`config.mk`:
```
export PLATFORM = sky130hd
export DESIGN_NAME = led_frame_command_slave_flat
export DESIGN_NICKNAME = d
export VERILOG_FILES = /design/src/rtl/core/lfc_pkg.sv /design/src/rtl/core/lfc_in_if.sv /design/src/rtl/core/lfc_out_if.sv /design/src/rtl/core/lfc_front.sv /design/src/rtl/core/lfc_queue.sv /design/src/rtl/core/lfc_back.sv /design/src/rtl/core/led_frame_command_slave.sv /design/src/flat_wrapper.sv
export SDC_FILE = /design/constraint.sdc
export NUM_CORES = 2
export LEC_CHECK = 0
export ABC_AREA = 0
export BUFFER_PORTS_ARGS = -buffer_cell sky130_fd_sc_hd__buf_4
export CORE_ASPECT_RATIO = 0.6
export CORE_MARGIN = 2
export CORE_UTILIZATION = 63
export DETAILED_ROUTE_END_ITERATION = 7
export PLACE_DENSITY = 0.79
export SLEW_MARGIN = 25
export SYNTH_ARGS = -nofsm -noshare
export SYNTH_HDL_FRONTEND = slang
export SYNTH_SLANG_ARGS = --single-unit
```
`constraint.sdc`:
```
create_clock -name clk -period 8.65 [get_ports clk]
set_input_delay 0.4325 -clock clk [delete_from_list [all_inputs] [get_ports clk]]
set_output_delay 0.4325 -clock clk [all_outputs]
set_load 0.02 [all_outputs]
```
`src/rtl/core/lfc_pkg.sv`:
```
// Package for the LED frame command slave: shared codes, state types and
// the queue entry that passes from the front end to the back end.
// No dependencies.
package lfc_pkg;

  // Input action codes
  localparam logic [1:0] ACT_BYTE = 2'd0;
  localparam logic [1:0] ACT_TICK = 2'd1;
  localparam logic [1:0] ACT_READ = 2'd2;

  // Command codes
  localparam logic [7:0] CMD_CLEAR  = 8'd1;
  localparam logic [7:0] CMD_FILL   = 8'd2;
  localparam logic [7:0] CMD_UPDATE = 8'd3;
  localparam logic [7:0] CMD_PIXEL  = 8'd4;
  localparam logic [7:0] CMD_TEST   = 8'd6;

  // Response codes
  localparam logic [7:0] RSP_CMD_TAKEN = 8'h01;
  localparam logic [7:0] RSP_CHECK_OK  = 8'h02;
  localparam logic [7:0] RSP_ACK       = 8'h55;
  localparam logic [7:0] RSP_BAD_HEAD  = 8'haa;
  localparam logic [7:0] RSP_BAD_TAIL  = 8'hab;
  localparam logic [7:0] RSP_TIMEOUT   = 8'h44;

  // Check byte is the command inverted
  localparam logic [7:0] CHECK_MASK = 8'hff;

  // Reset value of the timeout limit
  localparam logic [7:0] TIMEOUT_RESET = 8'd2;

  // Classified operation handed to the back end
  typedef enum logic [1:0] {
    OP_BYTE,
    OP_TICK,
    OP_READ,
    OP_NOP
  } op_kind_t;

  // Framing phase
  typedef enum logic [1:0] {
    PH_WAIT,
    PH_CHECK,
    PH_PAYLOAD,
    PH_ACK
  } phase_t;

  // Back end sequencer state
  typedef enum logic [1:0] {
    BK_IDLE,
    BK_READ,
    BK_SWEEP
  } back_state_t;

  typedef struct packed {
    op_kind_t    op;
    logic [7:0]  data_byte;
    logic [5:0]  read_index;
  } q_entry_t;

endpackage

```
`src/rtl/core/lfc_in_if.sv`:
```
// Input channel of the LED frame command slave: valid/ready plus one item.
// No dependencies.
interface lfc_in_if;
  logic       valid;
  logic       ready;
  logic [1:0] action;
  logic [7:0] data_byte;
  logic [5:0] read_index;

  modport source (output valid, output action, output data_byte, output read_index,
                  input ready);
  modport sink (input valid, input action, input data_byte, input read_index,
                output ready);
endinterface

```
`src/rtl/core/lfc_out_if.sv`:
```
// Result channel of the LED frame command slave: valid/ready plus one item.
// No dependencies.
interface lfc_out_if;
  logic       valid;
  logic       ready;
  logic [7:0] rsp_byte;
  logic       response_load;
  logic       update_strobe;
  logic [7:0] read_green;
  logic [7:0] read_red;
  logic [7:0] read_blue;

  modport source (output valid, output rsp_byte, output response_load,
                  output update_strobe, output read_green, output read_red,
                  output read_blue, input ready);
  modport sink (input valid, input rsp_byte, input response_load,
                input update_strobe, input read_green, input read_red,
                input read_blue, output ready);
endinterface

```
`src/rtl/core/lfc_front.sv`:
```
// Front end: accepts input items and classifies them into queue entries.
// Depends on lfc_pkg and lfc_in_if.
module lfc_front #(
  parameter int NUM_LEDS = 60
) (
  lfc_in_if.sink            in_ch,
  input  logic              q_full,
  output logic              q_push,
  output lfc_pkg::q_entry_t q_entry
);

  logic idx_in_range;

  // Reads past the end of the string return zeros, same as an unused action
  assign idx_in_range = 13'(in_ch.read_index) < 13'(NUM_LEDS);

  assign in_ch.ready = !q_full;
  assign q_push      = in_ch.valid && !q_full;

  // Classify the action
  always_comb begin
    q_entry.data_byte  = in_ch.data_byte;
    q_entry.read_index = in_ch.read_index;
    unique case (in_ch.action)
      lfc_pkg::ACT_BYTE: q_entry.op = lfc_pkg::OP_BYTE;
      lfc_pkg::ACT_TICK: q_entry.op = lfc_pkg::OP_TICK;
      lfc_pkg::ACT_READ: q_entry.op = idx_in_range ? lfc_pkg::OP_READ : lfc_pkg::OP_NOP;
      default:           q_entry.op = lfc_pkg::OP_NOP;
    endcase
  end

endmodule

```
`src/rtl/core/lfc_queue.sv`:
```
// Two-entry queue between the front end and the back end.
// Depends on lfc_pkg.
module lfc_queue (
  input  logic              clk,
  input  logic              rst_n,
  input  logic              push,
  input  lfc_pkg::q_entry_t push_entry,
  output logic              full,
  input  logic              pop,
  output lfc_pkg::q_entry_t pop_entry,
  output logic              empty
);

  lfc_pkg::q_entry_t slot_r [2];
  logic       wr_ptr_r, wr_ptr_nxt;
  logic       rd_ptr_r, rd_ptr_nxt;
  logic [1:0] cnt_r, cnt_nxt;

  assign full      = cnt_r == 2'd2;
  assign empty     = cnt_r == 2'd0;
  assign pop_entry = slot_r[rd_ptr_r];

  // Pointer and count update
  always_comb begin
    wr_ptr_nxt = push ? !wr_ptr_r : wr_ptr_r;
    rd_ptr_nxt = pop ? !rd_ptr_r : rd_ptr_r;
    cnt_nxt    = cnt_r;
    if (push && !pop) begin
      cnt_nxt = cnt_r + 2'd1;
    end else if (pop && !push) begin
      cnt_nxt = cnt_r - 2'd1;
    end
  end

  always_ff @(posedge clk) begin
    if (!rst_n) begin
      wr_ptr_r <= 1'b0;
      rd_ptr_r <= 1'b0;
      cnt_r    <= 2'd0;
    end else begin
      wr_ptr_r <= wr_ptr_nxt;
      rd_ptr_r <= rd_ptr_nxt;
      cnt_r    <= cnt_nxt;
    end
  end

  // Entry storage
  always_ff @(posedge clk) begin
    if (push) begin
      slot_r[wr_ptr_r] <= push_entry;
    end
  end

endmodule

```
`src/rtl/core/lfc_back.sv`:
```
// Back end: framing machine, frame store with clear/fill sweep, and the
// result register. Depends on lfc_pkg and lfc_out_if.
module lfc_back #(
  parameter int PANEL_WIDTH  = 10,
  parameter int PANEL_HEIGHT = 6
) (
  input  logic              clk,
  input  logic              rst_n,
  input  logic              q_empty,
  input  lfc_pkg::q_entry_t q_entry,
  output logic              q_pop,
  lfc_out_if.source         out_ch,
  input  logic              cfg_we,
  input  logic [7:0]        cfg_data
);

  localparam int NUM_LEDS = PANEL_WIDTH * PANEL_HEIGHT;
  localparam int AW = (NUM_LEDS > 1) ? $clog2(NUM_LEDS) : 1;
  localparam logic [AW-1:0] SWEEP_LAST = AW'(NUM_LEDS - 1);

  lfc_pkg::back_state_t state_r, state_nxt;
  lfc_pkg::phase_t      phase_r, phase_nxt;
  logic [7:0]  cmd_r, cmd_nxt;
  logic [7:0]  count_r, count_nxt;
  logic [7:0]  last_rsp_r, last_rsp_nxt;
  logic [7:0]  idle_r, idle_nxt;
  logic [7:0]  pend_x_r, pend_x_nxt;
  logic [7:0]  pend_y_r, pend_y_nxt;
  logic [7:0]  pend_red_r, pend_red_nxt;
  logic [7:0]  pend_green_r, pend_green_nxt;
  logic [7:0]  timeout_r, timeout_nxt;
  logic [AW-1:0] sweep_cnt_r, sweep_cnt_nxt;
  logic [23:0] sweep_color_r, sweep_color_nxt;

  logic        out_valid_r, out_valid_nxt;
  logic [7:0]  rsp_r, rsp_nxt;
  logic        load_r, load_nxt;
  logic        strobe_r, strobe_nxt;
  logic [23:0] color_r, color_nxt;

  // Frame store, word = {green, red, blue}
  logic [23:0]   store_mem [NUM_LEDS];
  logic [23:0]   rd_data_r;
  logic [AW-1:0] rd_addr;
  logic          mem_we;
  logic [AW-1:0] mem_waddr;
  logic [23:0]   mem_wdata;

  logic          slot_free;
  logic [7:0]    idle_inc;
  logic          pl_done;
  logic          pl_fail;
  logic [5:0]    pix_x;
  logic [5:0]    pix_y;
  logic [5:0]    pix_col;
  logic [12:0]   pix_pos;
  logic          pix_in_panel;

  assign slot_free = !out_valid_r || out_ch.ready;
  assign idle_inc  = (idle_r == 8'hff) ? idle_r : idle_r + 8'd1;
  assign rd_addr   = AW'(q_entry.read_index);

  // Serpentine position: odd rows run left to right, even rows reversed
  assign pix_x        = pend_x_r[5:0];
  assign pix_y        = pend_y_r[5:0];
  assign pix_in_panel = (pend_x_r < 8'(PANEL_WIDTH)) && (pend_y_r < 8'(PANEL_HEIGHT));
  assign pix_col      = pix_y[0] ? pix_x : (6'(PANEL_WIDTH - 1) - pix_x);
  assign pix_pos      = 13'(pix_y) * 13'(PANEL_WIDTH) + 13'(pix_col);

  // Result port
  assign out_ch.valid         = out_valid_r;
  assign out_ch.rsp_byte      = rsp_r;
  assign out_ch.response_load = load_r;
  assign out_ch.update_strobe = strobe_r;
  assign out_ch.read_green    = color_r[23:16];
  assign out_ch.read_red      = color_r[15:8];
  assign out_ch.read_blue     = color_r[7:0];

  // Sequencer, framing machine and result selection
  always_comb begin
    state_nxt       = state_r;
    phase_nxt       = phase_r;
    cmd_nxt         = cmd_r;
    count_nxt       = count_r;
    last_rsp_nxt    = last_rsp_r;
    idle_nxt        = idle_r;
    pend_x_nxt      = pend_x_r;
    pend_y_nxt      = pend_y_r;
    pend_red_nxt    = pend_red_r;
    pend_green_nxt  = pend_green_r;
    timeout_nxt     = cfg_we ? cfg_data : timeout_r;
    sweep_cnt_nxt   = sweep_cnt_r;
    sweep_color_nxt = sweep_color_r;
    out_valid_nxt   = out_valid_r && !out_ch.ready;
    rsp_nxt         = rsp_r;
    load_nxt        = load_r;
    strobe_nxt      = strobe_r;
    color_nxt       = color_r;
    q_pop           = 1'b0;
    mem_we          = 1'b0;
    mem_waddr       = sweep_cnt_r;
    mem_wdata       = sweep_color_r;
    pl_done         = 1'b0;
    pl_fail         = 1'b0;

    unique case (state_r)
      lfc_pkg::BK_SWEEP: begin
        // Paint one LED per cycle
        mem_we = 1'b1;
        if (sweep_cnt_r == SWEEP_LAST) begin
          sweep_cnt_nxt = '0;
          state_nxt     = lfc_pkg::BK_IDLE;
        end else begin
          sweep_cnt_nxt = sweep_cnt_r + AW'(1);
        end
      end

      lfc_pkg::BK_READ: begin
        // Store data is back; slot was freed when the read was issued
        out_valid_nxt = 1'b1;
        rsp_nxt       = 8'd0;
        load_nxt      = 1'b0;
        strobe_nxt    = 1'b0;
        color_nxt     = rd_data_r;
        state_nxt     = lfc_pkg::BK_IDLE;
      end

      lfc_pkg::BK_IDLE: begin
        if (!q_empty && slot_free) begin
          q_pop         = 1'b1;
          out_valid_nxt = 1'b1;
          rsp_nxt       = 8'd0;
          load_nxt      = 1'b0;
          strobe_nxt    = 1'b0;
          color_nxt     = 24'd0;
          case (q_entry.op)
            lfc_pkg::OP_BYTE: begin
              idle_nxt = 8'd0;
              load_nxt = 1'b1;
              unique case (phase_r)
                lfc_pkg::PH_WAIT: begin
                  last_rsp_nxt = lfc_pkg::RSP_CMD_TAKEN;
                  count_nxt    = 8'd0;
                  cmd_nxt      = q_entry.data_byte;
                  phase_nxt    = lfc_pkg::PH_CHECK;
                end
                lfc_pkg::PH_CHECK: begin
                  if (q_entry.data_byte == (cmd_r ^ lfc_pkg::CHECK_MASK)) begin
                    last_rsp_nxt = lfc_pkg::RSP_CHECK_OK;
                    phase_nxt    = lfc_pkg::PH_PAYLOAD;
                  end else begin
                    last_rsp_nxt = lfc_pkg::RSP_BAD_HEAD;
                    phase_nxt    = lfc_pkg::PH_WAIT;
                  end
                end
                lfc_pkg::PH_PAYLOAD: begin
                  unique case (cmd_r)
                    lfc_pkg::CMD_CLEAR: begin
                      pl_done         = 1'b1;
                      sweep_color_nxt = 24'd0;
                      state_nxt       = lfc_pkg::BK_SWEEP;
                    end
                    lfc_pkg::CMD_FILL: begin
                      if (count_r == 8'd0) begin
                        pend_red_nxt = q_entry.data_byte;
                      end else if (count_r == 8'd1) begin
                        pend_green_nxt = q_entry.data_byte;
                      end else if (count_r == 8'd2) begin
                        pl_done         = 1'b1;
                        sweep_color_nxt = {pend_green_r, pend_red_r, q_entry.data_byte};
                        state_nxt       = lfc_pkg::BK_SWEEP;
                      end else begin
                        pl_fail = 1'b1;
                      end
                    end
                    lfc_pkg::CMD_UPDATE: begin
                      pl_done    = 1'b1;
                      strobe_nxt = 1'b1;
                    end
                    lfc_pkg::CMD_PIXEL: begin
                      if (count_r == 8'd0) begin
                        pend_x_nxt = q_entry.data_byte;
                      end else if (count_r == 8'd1) begin
                        pend_y_nxt = q_entry.data_byte;
                      end else if (count_r == 8'd2) begin
                        pend_red_nxt = q_entry.data_byte;
                      end else if (count_r == 8'd3) begin
                        pend_green_nxt = q_entry.data_byte;
                      end else if (count_r == 8'd4) begin
                        // Off-panel writes are dropped but still acknowledged
                        pl_done   = 1'b1;
                        mem_we    = pix_in_panel;
                        mem_waddr = AW'(pix_pos);
                        mem_wdata = {pend_green_r, pend_red_r, q_entry.data_byte};
                      end else begin
                        pl_fail = 1'b1;
                      end
                    end
                    lfc_pkg::CMD_TEST: begin
                      pl_done = 1'b1;
                    end
                    default: begin
                      pl_fail = 1'b1;
                    end
                  endcase
                  count_nxt    = count_r + 8'd1;
                  last_rsp_nxt = count_r;
                  if (pl_fail) begin
                    phase_nxt    = lfc_pkg::PH_ACK;
                    last_rsp_nxt = lfc_pkg::RSP_BAD_TAIL;
                  end else if (pl_done) begin
                    phase_nxt    = lfc_pkg::PH_ACK;
                    last_rsp_nxt = lfc_pkg::RSP_ACK;
                  end
                end
                lfc_pkg::PH_ACK: begin
                  // Repeat the final response and rearm
                  phase_nxt = lfc_pkg::PH_WAIT;
                end
                default: begin
                  phase_nxt = lfc_pkg::PH_WAIT;
                end
              endcase
              rsp_nxt = last_rsp_nxt;
            end

            lfc_pkg::OP_TICK: begin
              idle_nxt = idle_inc;
              if (idle_inc > timeout_r) begin
                phase_nxt    = lfc_pkg::PH_WAIT;
                last_rsp_nxt = 8'd0;
                rsp_nxt      = lfc_pkg::RSP_TIMEOUT;
                load_nxt     = 1'b1;
              end
            end

            lfc_pkg::OP_READ: begin
              // Result goes out once the registered read returns
              out_valid_nxt = 1'b0;
              state_nxt     = lfc_pkg::BK_READ;
            end

            default: begin
            end
          endcase
        end
      end

      default: begin
        state_nxt = lfc_pkg::BK_IDLE;
      end
    endcase
  end

  // Control state
  always_ff @(posedge clk) begin
    if (!rst_n) begin
      state_r       <= lfc_pkg::BK_SWEEP;
      phase_r       <= lfc_pkg::PH_WAIT;
      cmd_r         <= 8'd0;
      count_r       <= 8'd0;
      last_rsp_r    <= 8'd0;
      idle_r        <= 8'd0;
      pend_x_r      <= 8'd0;
      pend_y_r      <= 8'd0;
      pend_red_r    <= 8'd0;
      pend_green_r  <= 8'd0;
      timeout_r     <= lfc_pkg::TIMEOUT_RESET;
      sweep_cnt_r   <= '0;
      sweep_color_r <= 24'd0;
      out_valid_r   <= 1'b0;
    end else begin
      state_r       <= state_nxt;
      phase_r       <= phase_nxt;
      cmd_r         <= cmd_nxt;
      count_r       <= count_nxt;
      last_rsp_r    <= last_rsp_nxt;
      idle_r        <= idle_nxt;
      pend_x_r      <= pend_x_nxt;
      pend_y_r      <= pend_y_nxt;
      pend_red_r    <= pend_red_nxt;
      pend_green_r  <= pend_green_nxt;
      timeout_r     <= timeout_nxt;
      sweep_cnt_r   <= sweep_cnt_nxt;
      sweep_color_r <= sweep_color_nxt;
      out_valid_r   <= out_valid_nxt;
    end
  end

  // Result payload
  always_ff @(posedge clk) begin
    rsp_r    <= rsp_nxt;
    load_r   <= load_nxt;
    strobe_r <= strobe_nxt;
    color_r  <= color_nxt;
  end

  // Frame store: one write port, one registered read port
  always_ff @(posedge clk) begin
    if (mem_we) begin
      store_mem[mem_waddr] <= mem_wdata;
    end
    rd_data_r <= store_mem[rd_addr];
  end

  // Pops only happen from idle with a queued item
  a_pop_legal: assert property (@(posedge clk) disable iff (!rst_n)
    q_pop |-> (state_r == lfc_pkg::BK_IDLE) && !q_empty)
    else $error("queue popped outside idle or while empty");

  // Read data lands in an empty result slot
  a_read_slot: assert property (@(posedge clk) disable iff (!rst_n)
    (state_r == lfc_pkg::BK_READ) |-> !out_valid_r)
    else $error("read result would overwrite a pending result");

  // A sweep runs to the last LED without interruption
  a_sweep_runs: assert property (@(posedge clk) disable iff (!rst_n)
    (state_r == lfc_pkg::BK_SWEEP) && (sweep_cnt_r != SWEEP_LAST)
      |=> (state_r == lfc_pkg::BK_SWEEP))
    else $error("store sweep cut short");

  // The acknowledge phase always holds a final response
  a_ack_rsp: assert property (@(posedge clk) disable iff (!rst_n)
    (phase_r == lfc_pkg::PH_ACK)
      |-> (last_rsp_r == lfc_pkg::RSP_ACK) || (last_rsp_r == lfc_pkg::RSP_BAD_TAIL))
    else $error("acknowledge phase without final response");

endmodule

```
`src/rtl/core/led_frame_command_slave.sv`:
```
// Top level of the LED frame command slave: front end, queue, back end.
// Depends on lfc_pkg, lfc_in_if, lfc_out_if, lfc_front, lfc_queue, lfc_back.
//
// Usage:
//   in_ch  carries one item per valid/ready handshake: a byte from the serial
//          master, a millisecond tick, or a read of one stored LED.
//   out_ch returns exactly one result per item, in order: the response byte
//          to load (with its load flag), the update strobe, and read colors.
//   cfg_we/cfg_data write the timeout limit in idle ticks (reset value 2).
// Timing: a result is held in the output register; an LED read passes through
//   the registered store read first. A clear or fill command then
//   repaints the frame store one LED per cycle, all PANEL_WIDTH*PANEL_HEIGHT
//   LEDs (60 by default), before the next item is executed.
// Items: a new item is taken as the last result leaves, except in a read or sweep.
// Reset: the store is cleared by the same sweep over all LEDs;
//   up to two items are queued meanwhile and wait.
// Stalls: a result waits in the output register while out_ch.ready is low;
//   the two-entry queue keeps taking items until it fills.
module led_frame_command_slave #(
  parameter int PANEL_WIDTH  = 10,
  parameter int PANEL_HEIGHT = 6
) (
  input  logic       clk,
  input  logic       rst_n,
  lfc_in_if.sink     in_ch,
  lfc_out_if.source  out_ch,
  input  logic       cfg_we,
  input  logic [7:0] cfg_data
);

  localparam int NUM_LEDS = PANEL_WIDTH * PANEL_HEIGHT;

  logic              q_push;
  logic              q_full;
  logic              q_pop;
  logic              q_empty;
  lfc_pkg::q_entry_t push_entry;
  lfc_pkg::q_entry_t pop_entry;

  // Classify incoming items
  lfc_front #(
    .NUM_LEDS (NUM_LEDS)
  ) u_front (
    .in_ch   (in_ch),
    .q_full  (q_full),
    .q_push  (q_push),
    .q_entry (push_entry)
  );

  // Decoupling queue
  lfc_queue u_queue (
    .clk        (clk),
    .rst_n      (rst_n),
    .push       (q_push),
    .push_entry (push_entry),
    .full       (q_full),
    .pop        (q_pop),
    .pop_entry  (pop_entry),
    .empty      (q_empty)
  );

  // Execute items
  lfc_back #(
    .PANEL_WIDTH  (PANEL_WIDTH),
    .PANEL_HEIGHT (PANEL_HEIGHT)
  ) u_back (
    .clk      (clk),
    .rst_n    (rst_n),
    .q_empty  (q_empty),
    .q_entry  (pop_entry),
    .q_pop    (q_pop),
    .out_ch   (out_ch),
    .cfg_we   (cfg_we),
    .cfg_data (cfg_data)
  );

endmodule
```
`src/flat_wrapper.sv`:
```
// flat-port wrapper written by rule: the top's interface ports become plain ports
module led_frame_command_slave_flat 
#(
  parameter int PANEL_WIDTH  = 10,
  parameter int PANEL_HEIGHT = 6
)
  (clk, rst_n, cfg_we, cfg_data, in_ch_valid, in_ch_action, in_ch_data_byte, in_ch_read_index, in_ch_ready, out_ch_valid, out_ch_rsp_byte, out_ch_response_load, out_ch_update_strobe, out_ch_read_green, out_ch_read_red, out_ch_read_blue, out_ch_ready);
  lfc_in_if in_ch_i ();
  lfc_out_if out_ch_i ();
  input  logic clk;
  input  logic rst_n;
  input  logic cfg_we;
  input  logic [7:0] cfg_data;
  input wire logic [$bits(in_ch_i.valid)-1:0] in_ch_valid;
  input wire logic [$bits(in_ch_i.action)-1:0] in_ch_action;
  input wire logic [$bits(in_ch_i.data_byte)-1:0] in_ch_data_byte;
  input wire logic [$bits(in_ch_i.read_index)-1:0] in_ch_read_index;
  output wire logic [$bits(in_ch_i.ready)-1:0] in_ch_ready;
  output wire logic [$bits(out_ch_i.valid)-1:0] out_ch_valid;
  output wire logic [$bits(out_ch_i.rsp_byte)-1:0] out_ch_rsp_byte;
  output wire logic [$bits(out_ch_i.response_load)-1:0] out_ch_response_load;
  output wire logic [$bits(out_ch_i.update_strobe)-1:0] out_ch_update_strobe;
  output wire logic [$bits(out_ch_i.read_green)-1:0] out_ch_read_green;
  output wire logic [$bits(out_ch_i.read_red)-1:0] out_ch_read_red;
  output wire logic [$bits(out_ch_i.read_blue)-1:0] out_ch_read_blue;
  input wire logic [$bits(out_ch_i.ready)-1:0] out_ch_ready;
  assign in_ch_i.valid = in_ch_valid;
  assign in_ch_i.action = in_ch_action;
  assign in_ch_i.data_byte = in_ch_data_byte;
  assign in_ch_i.read_index = in_ch_read_index;
  assign in_ch_ready = in_ch_i.ready;
  assign out_ch_valid = out_ch_i.valid;
  assign out_ch_rsp_byte = out_ch_i.rsp_byte;
  assign out_ch_response_load = out_ch_i.response_load;
  assign out_ch_update_strobe = out_ch_i.update_strobe;
  assign out_ch_read_green = out_ch_i.read_green;
  assign out_ch_read_red = out_ch_i.read_red;
  assign out_ch_read_blue = out_ch_i.read_blue;
  assign out_ch_i.ready = out_ch_ready;
  led_frame_command_slave #(.PANEL_WIDTH(PANEL_WIDTH), .PANEL_HEIGHT(PANEL_HEIGHT)) u_core (.clk(clk), .rst_n(rst_n), .in_ch(in_ch_i), .out_ch(out_ch_i), .cfg_we(cfg_we), .cfg_data(cfg_data));
endmodule
```
==> flow_metrics.tcl <==
set metrics [dict create \
    vias 42054 \
    via_per_inst 6.72 \
    synthMuxAreaShare_pct 5.07 \
    max_slew_margin_pct 14.9 \
    nets 4847 \
    p_switching_mw 3.75 \
    areaGrowthSynthToFinish_pct 12.2 \
    arrival_ps 5620 \
    post-route-period-util_pct 57.2 \
    powerDensity_nw_per_um2 223 \
    status "complete, no violations" \
    worstSetupPathType "reg -> reg" \
    max_cap_violations 0 \
    max-vdd-ir-drop_v 0.000265 \
    insertion_delay_ps 780 \
    crit_path_max_fanout 151 \
    slowest_delay_ps 970 \
    grt_pass1_wl_um 263000 \
    io_pins 65 \
    setup_tns_ps 0 \
    design_area_sq_um 72900 \
    synth_nets 4718 \
    synth_top_family_by_area "simple AND/OR/NAND/NOR gates" \
    skew_ps 25.3 \
    synth_area_sq_um 65000 \
    synth.area.top_cells "edfxtp_1 (70%), nand2_1 (5.6%), dfxtp_1 (4.2%), mux2i_1 (3.7%), nand3_1 (3.0%)" \
    cp_slowest_cell "nor4_1" \
    total_power_mw 16.2 \
    post_cts_resized 0 \
    rsz0062_at_grt "false" \
    crit_required_ps 9320 \
    port-buffer-count 64 \
    row_count 91 \
    pwr-share-seq_pct 53.6 \
    dp_hpwl_um 99700 \
    drv_slew 0 \
    leakage_nw 25.9 \
    grt_util_all_layers_pct 34.4 \
    grt_antenna_before_repair 10 \
    drt_iter0_drc 7616 \
    finalWorstSetupSlack_ps 3700 \
    root_buffer "clkbuf_16" \
    period_needed_ps 4950 \
    power_frac_clock_pct 39.1 \
    core_region_area_sq_um 102000 \
    place_ws_ps 3810 \
    drcViolationCount 0 \
    cts.sinks 1642 \
    fp.dieH_um 253 \
    internal_power_mw 12.5 \
    setup_viol 0 \
    ys_warn_count 0 \
    post_drt_wl_per_cell_um 28.9 \
    syn_avg_cell_area_sq_um 13.9 \
    overflow 0 \
    fmax_mhz 202 \
    gp_congestion 0.934 \
    crit_path_end_kind "register" \
    post-route-util_pct 71.2 \
    placed_area_sq_um 67900 \
    synth_cell_types 83 \
    cts_made_buffers 142 \
    dieWidth_um 419 \
    path_clk_slew_ps 60 \
    comb_power_share_pct 7.4 \
    fp.dieArea_sq_um 106000 \
    synth_xor_area_share_pct 0.472 \
    place_inst 5962 \
    synth-adder-area-share_pct 0.474 \
    synth_compound_area_share_pct 6.45 \
    finalHoldViolations 0 \
    yosysMostFrequentCell "edfxtp_1" \
    synth_top_area_cell "edfxtp_1" \
    synth-seq-cells 1642 \
    grt_max_degree 163 \
    start_kind "register" \
    synthSimpleGateAreaFrac_pct 11.7 \
    grt_pass1_vias 39710 \
    crit_chain "buf_4 > mux2_8 > buf_12 > mux2i_1 > o22ai_1 > nor4_1 > o32ai_1 > a21o_1" \
    synth_edf_count 1506 \
    p_sw_share_pct 23.1 \
    cts_tree "done" \
    start_util_pct 63.4 \
    rrSetupSlack_ps 3700 \
    h-tree-depth 4 \
    whs_ps 50.3 \
    drive_gt1_share_pct 13.2 \
    finalWirelength_um 181000 \
    synth_cells 4665 \
    tightest_slew_ps 1270 \
    async_reset_ff_share_pct 0 \
    postRouteAntennaNets 0 \
    synthDominantCellAreaShare_pct 69.6 \
    synthTopCellsByCount "edfxtp_1 (1506), nand2_1 (966), nand3_1 (389)" \
    first_pass_iters 6 \
    final_cells 6261 \
    seq_area_frac_synth_pct 73.8 \
    clk_path_buf_depth 3 \
    synth-main-ff-cell "edfxtp_1" \
    hold_path_class "in -> reg" \
]
-- cells in the final DEF (no fill, tap or decap), types with 11 or more instances in the layout --
master         instances
mux2i_1              236
a32oi_1               24
clkbuf_1              36
nor4_2                15
a2111oi_1             14
clkbuf_8              12
nand4_1               13
dlygate4sd3_1         34
and2_1                26
o32ai_1               24
o21ai_0               17
clkbuf_16            151
nand2_1              964
mux4_2                25
nor4_1                38
clkinv_1              22
xor2_1                15
dfxtp_1              135
edfxtp_1            1506
xnor2_1               20
o22ai_1              104
a211oi_1              47
ha_1                  23
nand2b_1              15
clkinv_2              18
mux2_2                19
a311oi_1              21
a31oi_1               47
a22oi_1               11
buf_4                212
inv_1                 32
a21oi_1              224
a21o_1                28
nand3_1              389
a21oi_4               13
nor2_1               113
nor2_2                61
-- area by class of cell --
class	instances	area, sq um
diodes	2	5.00
clock buffers	200	4090
clock inverters	61	497
fillers	6266	29500
inverters	34	128
multi-input cells	2714	16500
flip-flops and latches	1642	47900
well taps	1348	1690
repair buffers	260	2130
-- repair_timing --
| item | 4_1_cts | 5_1_grt |
|---|---|---|
| setup buffers | 0 | 0 |
| endpoints found under the setup margin | 0 | 0 |
| hold buffers | 34 | 0 |
| endpoints found under the hold margin | 42 | 0 |
-- kinds of logic (layout without fill, tap and decap cells) --
group | after synthesis | count (layout)
AO/OA/AOI/OAI | 643 | 643
XOR/XNOR | 35 | 35
adder cells (fa/ha/maj) | 24 | 24
buffers and inverters | 309 | 555
flip-flops | 1642 | 1642
multiplexers | 294 | 294
other | 0 | 2
AND/OR/NAND/NOR | 1718 | 1718
-- power groups by stage --
| stage | clock (mW) | combinational (mW) | sequential, mW |
|---|---|---|---|
| 6_report | 6.34 | 1.20 | 8.70 |
| 5_1_grt | 6.69 | 1.24 | 8.69 |
| 4_1_cts | 6.36 | 1.15 | 8.69 |
| 3_5_place_dp | 0 | 1.12 | 8.86 |
| 3_3_place_gp | 0 | 1.09 | 8.86 |
| 2_1_floorplan | 0 | 0.659 | 8.82 |
-- registers in the layout, indices dropped and copies added, names as in the netlist, 24 cells and up, named ones only --
register / flops
u_core.u_queue.slot_r: 32
u_core.u_back.color_r: 24
u_core.u_back.store_mem: 1440
u_core.u_back.sweep_color_r: 24
u_core.u_back.rd_data_r: 24
-- path summary, 6_finish.rpt --
kind | startpoint | end | cells past startpoint
max | register | u_core.u_back.rd_data_r[12] | 8
min | cfg_we | u_core.u_back.timeout_r[3] | 3
max reg2reg | register | u_core.u_back.rd_data_r[12] | 8
min reg2reg | u_core.u_back.sweep_color_r[1] | u_core.u_back.sweep_color_r[1] | 2
-- metal layers --
layer	part of all wire (%)	wire, um	track usage, %	up-vias
met5	0.022	40	0	-
met4	3.5	6370	12.6	6
met3	17	30500	13.5	419
met2	42	76200	47.9	3330
met1	37	67700	49.3	20549
li1	-	-	-	17750
-- worst max-delay path: cells and delay by family, from the launching register on --
family	cells	cell delay, ps
mux	2	1120
simple gates	1	970
buf+inv	2	1230
compound gates	3	580
flops	1	660
(Power assumes the default switching activity.)
